### config.mk
export PLATFORM = sky130hd
export DESIGN_NAME = lts_cell
export DESIGN_NICKNAME = d
export VERILOG_FILES = /design/src/design/lts_pkg.sv /design/src/design/lts_cell.sv
export SDC_FILE = /design/constraint.sdc
export NUM_CORES = 1
export LEC_CHECK = 0
export BUFFER_PORTS_ARGS = -buffer_cell sky130_fd_sc_hd__buf_2
export CAP_MARGIN = 20
export CORE_ASPECT_RATIO = 0.6
export CORE_MARGIN = 1
export CORE_UTILIZATION = 35
export CTS_BUF_LIST = sky130_fd_sc_hd__clkbuf_4
export DETAILED_ROUTE_END_ITERATION = 10
export GPL_ROUTABILITY_DRIVEN = 0
export PLACE_DENSITY = 0.75
export SLEW_MARGIN = 20
export SYNTH_ARGS = -nofsm -noshare
export SYNTH_HDL_FRONTEND = slang
export SYNTH_SLANG_ARGS = --single-unit
export TNS_END_PERCENT = 1
### constraint.sdc
create_clock -name clk -period 1.37 [get_ports clk]
set_input_delay 0.0685 -clock clk [delete_from_list [all_inputs] [get_ports clk]]
set_output_delay 0.0685 -clock clk [all_outputs]
set_load 0.03 [all_outputs]
### src/design/lts_pkg.sv
// lts_pkg: shared constants, codes and types of the lifo stack block
// no dependencies; used by every module of the block

package lts_pkg;

	localparam int STACK_DEPTH    = 1024;
	localparam int WORD_BITS      = 32;
	localparam int MAX_TOP        = 64;
	localparam int TOP_COUNT_BITS = 7;
	localparam int FILL_BITS      = $clog2(STACK_DEPTH + 1);
	localparam int IDX_BITS       = $clog2(MAX_TOP);
	localparam int REMAIN_BITS    = $clog2(MAX_TOP + 1);

	// command codes
	localparam logic [1:0] CMD_PUSH  = 2'd0;
	localparam logic [1:0] CMD_POP   = 2'd1;
	localparam logic [1:0] CMD_PEEK  = 2'd2;
	localparam logic [1:0] CMD_MULTI = 2'd3;

	// status codes
	localparam logic [1:0] ST_OK    = 2'd0;
	localparam logic [1:0] ST_FULL  = 2'd1;
	localparam logic [1:0] ST_EMPTY = 2'd2;

	typedef enum logic [1:0] {
		CELL_HOLD,
		CELL_FROM_UP,
		CELL_FROM_DOWN
	} cell_op_t;

	typedef enum logic [1:0] {
		SRC_NONE,
		SRC_STACK_TOP,
		SRC_READ_TOP
	} emit_src_t;

	typedef enum logic {
		ST_IDLE,
		ST_MULTI
	} state_t;

	typedef struct packed {
		cell_op_t   stack_op;
		cell_op_t   read_op;
		logic       emit;
		emit_src_t  emit_src;
		logic       emit_valid;
		logic [1:0] emit_status;
		logic       emit_last;
		logic       in_stall;
	} ctrl_t;

endpackage

### src/design/lts_cell.sv
// lts_cell: one word cell of a shift chain, takes a neighbor's word or holds
// depends on lts_pkg

module lts_cell (
	input  logic                          clk,
	input  lts_pkg::cell_op_t             op,
	input  logic [lts_pkg::WORD_BITS-1:0] up_word,
	input  logic [lts_pkg::WORD_BITS-1:0] down_word,
	output logic [lts_pkg::WORD_BITS-1:0] word
);

	logic [lts_pkg::WORD_BITS-1:0] word_q;

	always_ff @(posedge clk) begin
		case (op)
			lts_pkg::CELL_FROM_UP:   word_q <= up_word;
			lts_pkg::CELL_FROM_DOWN: word_q <= down_word;
			default:                 word_q <= word_q;
		endcase
	end

	assign word = word_q;

endmodule

==> qor.yml <==
yosys:
  synth_simple_gate_area_share_pct: 0
  synth.avg_cell_area_um2: 21.48
  ys_warn_count: 0
  synthDistinctLibCells: 7
  synth_compound_area_share_pct: 0
  syn-cell-area_um2: 1525
  synthMuxAreaShare_pct: 31.01
  synthAdderAreaFrac_pct: 0.8203
  synth_fp_nets: 139
  ys_ff_latch: 32
  synth_top_family_by_area: "multiplexers"
  netlist_instances: 71
  ys_seq_area_share_pct: 63.00
  synth_xor_area_share_pct: 0
drt:
  drtIter0Drc: 45
  drt_pass1_iterations: 3
  drc_errors: 0
  vias_per_cell: 4.309
  vias: 1017
  wl_um: 2899
  ant_nets: 0
  wl_per_cell_um: 12.28
min_path:
  hold_class: "input pin to flip-flop"
critical_path:
  cp_slowest_cell: "edfxtp_1"
  cpLargestDelayFamily: "flip-flops"
  worst_ep_required_time_ns: 1.30
  path_cells: "buf_2"
  critPathBufInv: 1
  cp_max_fo: 1
  critPathKind: "flip-flop to primary output"
  startpoint_type: "flip-flop"
  cp_slowest_stage_delay_ns: 0.39
  endpoint_kind: "primary output"
  cp.arrival_ns: 0.89
pwr:
  p_total_w: 0.002486
  leakagePower_nw: 1.000
  intPower_w: 0.001715
  pwr-share-seq_pct: 51.2
  irDropWorstVdd_mv: 0.6945
  power_density_nw_per_um2: 1163
  clock_power_share_pct: 19.0
  switching_share_pct: 31.00
  p_sw_w: 0.0007707
  p_comb_share_pct: 29.8
placement:
  io_buffers: 98
  post_dp_cell_area_um2: 2093
  dp_slack_ns: 0.1033
grt:
  grt_max_degree: 25
  grt_util_all_layers_pct: 12.98
  grt_overflow: 0
  grt_pass1_vias: 935
  grt_pass1_wl_um: 4305
  antenna_found_initial: 0
finish:
  diodes: 0
  final_area_um2: 2138
  finalNetCount: 244
  syn_to_final_growth_pct: 40.20
  fill_cells: 393
  fin_util_pct: 51.60
  largest_reg_flops: 32
  drive_gt1_share_pct: 80.11
clocking:
  cts.clk_slew.worst_paths_ns: 0.10
  ctsResizeCount: 0
  ctsHoldBuffers: 0
  root_buffer: "clkbuf_4"
  cts_max_path_buffers: 2
  numClockSinks: 32
  htreeDepth: 2
  cts_setup_buffers: 0
  cts_tree: "done"
  cts_buffers: 5
floorplan:
  initial_core_util_pct: 36.81
  chipHeight_um: 53.14
  die_x_um: 87.22
  coreArea_um2: 4144
  fp-row-count: 18
  die-area_um2: 4634
  io_pins: 99
sta:
  finalHoldViolations: 0
  fin_setup_tns_ns: 0
  rsz0062_at_grt: "no"
  period_needed_ns: 0.9607
  setup_ws_ns: 0.4093
  max_slew.worst_pin.slew_ns: 0.1749
  setup_viol: 0
  fin_crit_sh_pct: 70.12
  maxSlewViolCount: 0
  relSlewSlack_pct: 88.42
  max_freq_mhz: 1041
outcome:
  status: "completed"
flow_run:
  drv_cap: 0
power groups by stage:
stage	sequential, W	combinational, W	clock [W]
after floorplan	0.00160	0.000193	0
after global placement	0.00129	0.000739	0
after detailed placement	0.00130	0.000746	0
after CTS	0.00128	0.000748	0.000492
after global routing	0.00129	0.000785	0.000559
final	0.00127	0.000741	0.000473
kinds of logic after synthesis:
kind of cell | Yosys count
buffers and inverters | 6
DFF | 32
muxes | 32
adders and majority gates | 1
worst paths after layout:
check                         startpoint            endpoint  slack [ns]  cells past startpoint
worst min-delay path       down_word[12]  word[12]$_DFFE_PP_        0.04                      2
worst max-delay path  word[28]$_DFFE_PP_            word[28]        0.41                      1
layout by cell type (no fill, tap or decap):
cell	count
edfxtp_1	32
clkbuf_4	5
clkinv_1	2
buf_4	1
ha_2	1
buf_2	98
clkinvlp_4	1
buf_12	3
inv_1	1
mux2_4	30
mux2_2	2
metal layers:
| layer | vias to the layer above | GRT usage, % | wire length (um) |
|---|---|---|---|
| met4 | 0 | 4.098 | 27 |
| met2 | 62 | 19.82 | 1323 |
| met1 | 468 | 15.58 | 1170 |
| li1 | 483 | - | - |
| met5 | - | 0 | 0 |
| met3 | 4 | 7.332 | 378 |
through the flow:
stage               instances  hold WS (ns)
floorplan                  71        0.2860
global placement          229        0.3683
detailed placement        229        0.3719
CTS                       236       0.02837
global route              236       0.01105
finish                    236       0.04015
cell usage after synthesis:
cell       n  area share, %
buf_12     3            3.9
mux2_2     2            1.5
inv_1      2           0.49
ha_1       1           0.82
mux2_4    30             30
buf_6      1           0.74
edfxtp_1  32             63
final cells by class:
class / instances / area (um^2) / area share, %
inverters: 2 / 11.26 / 0.5266
well taps: 60 / 75.07 / 3.511
flip-flops and latches: 32 / 960.9 / 44.94
repair buffers: 102 / 558.0 / 26.10
clock buffers: 5 / 37.54 / 1.755
clock inverters: 2 / 7.507 / 0.3511
multi-input cells: 33 / 488.0 / 22.82
Note: power is estimated with default switching activity, not from simulation.
