[src/design/lts_pkg.sv]
// lts_pkg: shared constants, codes and types of the lifo stack block
// no dependencies; used by every module of the block

package lts_pkg;

	localparam int STACK_DEPTH    = 1024;
	localparam int WORD_BITS      = 32;
	localparam int MAX_TOP        = 64;
	localparam int TOP_COUNT_BITS = 7;
	localparam int FILL_BITS      = $clog2(STACK_DEPTH + 1);
	localparam int IDX_BITS       = $clog2(MAX_TOP);
	localparam int REMAIN_BITS    = $clog2(MAX_TOP + 1);

	// command codes
	localparam logic [1:0] CMD_PUSH  = 2'd0;
	localparam logic [1:0] CMD_POP   = 2'd1;
	localparam logic [1:0] CMD_PEEK  = 2'd2;
	localparam logic [1:0] CMD_MULTI = 2'd3;

	// status codes
	localparam logic [1:0] ST_OK    = 2'd0;
	localparam logic [1:0] ST_FULL  = 2'd1;
	localparam logic [1:0] ST_EMPTY = 2'd2;

	typedef enum logic [1:0] {
		CELL_HOLD,
		CELL_FROM_UP,
		CELL_FROM_DOWN
	} cell_op_t;

	typedef enum logic [1:0] {
		SRC_NONE,
		SRC_STACK_TOP,
		SRC_READ_TOP
	} emit_src_t;

	typedef enum logic {
		ST_IDLE,
		ST_MULTI
	} state_t;

	typedef struct packed {
		cell_op_t   stack_op;
		cell_op_t   read_op;
		logic       emit;
		emit_src_t  emit_src;
		logic       emit_valid;
		logic [1:0] emit_status;
		logic       emit_last;
		logic       in_stall;
	} ctrl_t;

endpackage

[src/design/lts_ctrl.sv]
// lts_ctrl: command sequencer, fill count and multi-top read counters
// depends on lts_pkg

module lts_ctrl (
	input  logic                               clk,
	input  logic                               arst_n,
	input  logic                               in_valid,
	input  logic [1:0]                         cmd,
	input  logic [lts_pkg::TOP_COUNT_BITS-1:0] top_count,
	input  logic                               out_free,
	output lts_pkg::ctrl_t                     ctrl
);

	lts_pkg::state_t                    state_q, state_d;
	logic [lts_pkg::FILL_BITS-1:0]      fill_q, fill_d;
	logic [lts_pkg::REMAIN_BITS-1:0]    remain_q, remain_d;
	logic [lts_pkg::IDX_BITS-1:0]       idx_q, idx_d;
	logic [lts_pkg::REMAIN_BITS-1:0]    n_sat;
	logic                               accept;
	logic                               is_full;
	logic                               is_empty;

	assign is_full  = (fill_q == lts_pkg::FILL_BITS'(lts_pkg::STACK_DEPTH));
	assign is_empty = (fill_q == '0);
	assign accept   = in_valid && out_free && (state_q == lts_pkg::ST_IDLE);

	// saturate the requested count to the longest burst
	always_comb begin
		if (top_count > lts_pkg::TOP_COUNT_BITS'(lts_pkg::MAX_TOP)) begin
			n_sat = lts_pkg::REMAIN_BITS'(lts_pkg::MAX_TOP);
		end else begin
			n_sat = lts_pkg::REMAIN_BITS'(top_count);
		end
	end

	// next state
	always_comb begin
		state_d = state_q;
		case (state_q)
			lts_pkg::ST_IDLE: begin
				if (accept && cmd == lts_pkg::CMD_MULTI && n_sat != '0) begin
					state_d = lts_pkg::ST_MULTI;
				end
			end
			lts_pkg::ST_MULTI: begin
				if (out_free && remain_q == lts_pkg::REMAIN_BITS'(1)) begin
					state_d = lts_pkg::ST_IDLE;
				end
			end
			default: state_d = lts_pkg::ST_IDLE;
		endcase
	end

	// outputs and counters
	always_comb begin
		ctrl          = '0;
		ctrl.stack_op = lts_pkg::CELL_HOLD;
		ctrl.read_op  = lts_pkg::CELL_HOLD;
		ctrl.emit_src = lts_pkg::SRC_NONE;
		fill_d        = fill_q;
		remain_d      = remain_q;
		idx_d         = idx_q;
		case (state_q)
			lts_pkg::ST_IDLE: begin
				ctrl.in_stall = !out_free;
				if (accept) begin
					case (cmd)
						lts_pkg::CMD_PUSH: begin
							ctrl.emit      = 1'b1;
							ctrl.emit_last = 1'b1;
							if (is_full) begin
								ctrl.emit_status = lts_pkg::ST_FULL;
							end else begin
								ctrl.stack_op = lts_pkg::CELL_FROM_UP;
								fill_d        = fill_q + 1'b1;
							end
						end
						lts_pkg::CMD_POP, lts_pkg::CMD_PEEK: begin
							ctrl.emit      = 1'b1;
							ctrl.emit_last = 1'b1;
							if (is_empty) begin
								ctrl.emit_status = lts_pkg::ST_EMPTY;
							end else begin
								ctrl.emit_src   = lts_pkg::SRC_STACK_TOP;
								ctrl.emit_valid = 1'b1;
								if (cmd == lts_pkg::CMD_POP) begin
									ctrl.stack_op = lts_pkg::CELL_FROM_DOWN;
									fill_d        = fill_q - 1'b1;
								end
							end
						end
						default: begin
							// snapshot the top entries into the read chain
							if (n_sat != '0) begin
								ctrl.read_op = lts_pkg::CELL_FROM_UP;
								remain_d     = n_sat;
								idx_d        = '0;
							end
						end
					endcase
				end
			end
			lts_pkg::ST_MULTI: begin
				ctrl.in_stall = 1'b1;
				if (out_free) begin
					ctrl.emit       = 1'b1;
					ctrl.emit_src   = lts_pkg::SRC_READ_TOP;
					ctrl.emit_valid = (lts_pkg::FILL_BITS'(idx_q) < fill_q);
					ctrl.emit_last  = (remain_q == lts_pkg::REMAIN_BITS'(1));
					ctrl.read_op    = lts_pkg::CELL_FROM_DOWN;
					remain_d        = remain_q - 1'b1;
					idx_d           = idx_q + 1'b1;
				end
			end
			default: ctrl.in_stall = 1'b1;
		endcase
	end

	always_ff @(posedge clk or negedge arst_n) begin
		if (!arst_n) begin
			state_q  <= lts_pkg::ST_IDLE;
			fill_q   <= '0;
			remain_q <= '0;
			idx_q    <= '0;
		end else begin
			state_q  <= state_d;
			fill_q   <= fill_d;
			remain_q <= remain_d;
			idx_q    <= idx_d;
		end
	end

endmodule

[config.mk]
export PLATFORM = sky130hd
export DESIGN_NAME = lts_ctrl
export DESIGN_NICKNAME = d
export VERILOG_FILES = /design/src/design/lts_pkg.sv /design/src/design/lts_ctrl.sv
export SDC_FILE = /design/constraint.sdc
export NUM_CORES = 1
export LEC_CHECK = 0
export ABC_CLOCK_PERIOD_IN_PS = 2600
export BUFFER_PORTS_ARGS = -buffer_cell sky130_fd_sc_hd__buf_2
export CORE_MARGIN = 3
export CORE_UTILIZATION = 58
export CTS_CLUSTER_DIAMETER = 150
export CTS_CLUSTER_SIZE = 10
export DETAILED_ROUTE_END_ITERATION = 8
export PLACE_DENSITY = 0.8
export SLEW_MARGIN = 30
export SYNTH_ARGS = -nofsm -noshare
export SYNTH_HDL_FRONTEND = slang
export SYNTH_SLANG_ARGS = --single-unit
[constraint.sdc]
create_clock -name clk -period 2.6 [get_ports clk]
set_clock_uncertainty 0.1 [all_clocks]
set_input_delay 0.52 -clock clk [delete_from_list [all_inputs] [get_ports clk]]
set_output_delay 0.52 -clock clk [all_outputs]
set_load 0.05 [all_outputs]
==> impl_metrics.json <==
{
  "run_status": "complete, no violations",
  "syn_nets": 274,
  "dp_hpwl_um": 3550,
  "powerDensity_mw_per_mm2": 1110,
  "final_net_count": 325,
  "async_reset_ff_share_pct": 100,
  "finalHoldWorstSlack_ns": 0.0656,
  "layout-drive-gt1-share_pct": 28.7,
  "ys_types": 52,
  "cp.required_ns": 1.98,
  "antenna_found_initial": 0,
  "h-tree-depth": 1,
  "gr-total-overflow": 0,
  "grt_max_degree": 26,
  "avgViaCountPerCell": 5.89,
  "slew_headroom_pct": 61.9,
  "multi_input_area_sq_mm": 0.00136,
  "drc_errors": 0,
  "numCtsBuffers": 3,
  "min_period_ns": 2.58,
  "detail-route-antenna-nets": 0,
  "final_util_pct": 77.6,
  "synth-edff-count": 0,
  "critPathKind": "flip-flop to output pin",
  "rsz0062_at_grt": "yes",
  "layout.cells.most_common_list": "32 x buf_4, 25 x nand2_1, 23 x dfrtp_1, 22 x buf_2",
  "die_y_um": 65.4,
  "clkLatencyLatePin_ns": 0.32,
  "io_pins": 25,
  "grt_pass1_wl_um": 8120,
  "seq_area_sq_um": 628,
  "min_path_type": "input port to async pin",
  "drv_slew": 0,
  "pre_cts_ws_ns": -0.253,
  "ys_warn_count": 0,
  "tightestPinTransition_ns": 0.571,
  "finalSetupViolCount": 0,
  "gp_congestion": 0.883,
  "cts_tree": "built",
  "synth_ff_type": "dfrtp_1",
  "grt_use_total_pct": 23.8,
  "initial_core_util_pct": 63.8,
  "num_vias": 1962,
  "port-buffer-count": 24,
  "syn_area_per_cell_sq_um": 8.55,
  "cp-start-kind": "flip-flop",
  "peakVddDrop_v": 0.000876,
  "fin_crit_sh_pct": 99.4,
  "routedWlPerCell_um": 14.6,
  "cts_root_buf": "clkbuf_4",
  "dieArea_sq_mm": 0.00427,
  "crit_path_end_kind": "output pin",
  "first_iter_violations": 141,
  "crit_arrival_ns": 1.96,
  "p_leak_uw": 0.00118,
  "rows": 20,
  "area_growth_pct": 21.5,
  "antenna_cells": 0,
  "firstDrtPassIters": 4,
  "stdcell_area_sq_mm": 0.00248,
  "fmax_mhz": 387,
  "cts.sinks": 25,
  "max-cap-violations": 0,
  "hold_violations": 0,
  "clk_pin_slew_ns": 0.14,
  "core_area_sq_mm": 0.00320,
  "die_w_um": 65.4,
  "grt_pass1_vias": 1847,
  "final_common_cell": "buf_4",
  "synthCells": 239,
  "syn_area_sq_mm": 0.00204,
  "dpl_cell_area_sq_mm": 0.00237,
  "routed_wl_um": 4860,
  "ys_seq_area_share_pct": 30.6,
  "worstPathMaxFanout": 3,
  "worst_slack_ns": 0.0163,
  "clk_path_buf_depth": 2,
  "fillCellCount": 259,
  "yosys_register_bits": 25
}
where the power goes:
part           switching (uW)  leakage [uW]  internal (uW)
clock network             116     0.0000150           60.1
registers                 248      0.000298            571
logic                     931      0.000870            837
total                    1300       0.00118           1470
flip-flops by register name (all words and copies together) (netlist names):
register,count
state_q,1
remain_q,7
idx_q,6
fill_q,11
repair_timing:
| item | CTS | global route |
|---|---|---|
| buffers inserted | 3 | 1 |
| endpoints found under the setup margin | 2 | 3 |
| pin swaps | 4 | 5 |
| hold buffers | 0 | 0 |
| resized for setup | 9 | 7 |
worst paths after layout:
kind                              start          end  slack [ns]  depth (start not counted)
setup / recovery              fill_q[1]      ctrl[4]        0.02                          8
hold / removal                   arst_n   fill_q[10]        0.07                          1
setup reg to reg              fill_q[1]   fill_q[10]        0.25                         10
hold reg to reg                idx_q[0]     idx_q[0]        0.46                          1
max in group asynchronous        arst_n    fill_q[1]        1.93                          1
min in group clk           top_count[0]  remain_q[0]        0.34                          3
cell usage after synthesis (all sizes together) (2+ instances only):
cell type	instances	area, sq um
or2	2	12.5
o21ai	20	100
dfrtp	25	626
clkbuf	2	7.51
a21o	4	30.0
a21oi	21	105
mux2	2	22.5
nor3	8	45.0
nand3	8	40.0
o211ai	4	30.0
mux2i	2	20.0
nand2b	2	12.5
o31ai	2	15.0
a211oi	3	35.0
buf	7	58.8
a311oi	2	17.5
xor2	7	61.3
nand2	25	93.8
nand4	3	25.0
nor4	5	43.8
nor2	22	85.1
ha	21	263
inv	13	48.8
xnor2	4	35.0
nand4b	2	17.5
nor2b	3	18.8
and3	3	18.8
o22ai	3	18.8
metrics by stage:
stage	std cells	total power, uW	TNS, ns
global placement	325	2350	-0.884
finish	333	2760	0
floorplan	239	1920	-0.0446
CTS	332	2670	-0.0348
detailed placement	325	2400	-1.09
global route	333	3020	-0.115
cell type report:
cell class                      instances  area share [%]
Multi-Input combinational cell        191            54.8
Sequential cell                        25            25.3
Timing Repair Buffer                   55            14.6
Tap cell                               44            2.22
Inverter                               14            2.11
Clock buffer                            4            1.06
worst max-delay path, cell delays in order, from the launching register on:
cell     delay, ns
dfrtp_2       0.47
inv_2         0.08
ha_4          0.19
a21oi_2       0.13
nor2b_1       0.06
o21ai_1       0.17
a21oi_2       0.08
o32ai_2       0.26
buf_6         0.21
kinds of logic (layout without fill, tap and decap cells):
logic type      after synthesis  count (layout)  share of synthesized area (%)
simple gates                 89              89                           23.2
buf+inv                      23              73                           5.81
fa+ha+maj                    22              22                           13.8
xor+xnor                     11              11                           4.71
compound gates               65              65                           19.8
flops                        25              25                           30.6
mux                           4               4                           2.08
routing by layer:
layer	track usage, %	part of all wire, %
met4	5.18	0.93
met3	3.59	7.3
met2	39.7	47
met5	0	0
met1	32.6	45
No activity file was read; power rests on OpenSTA's default activity.
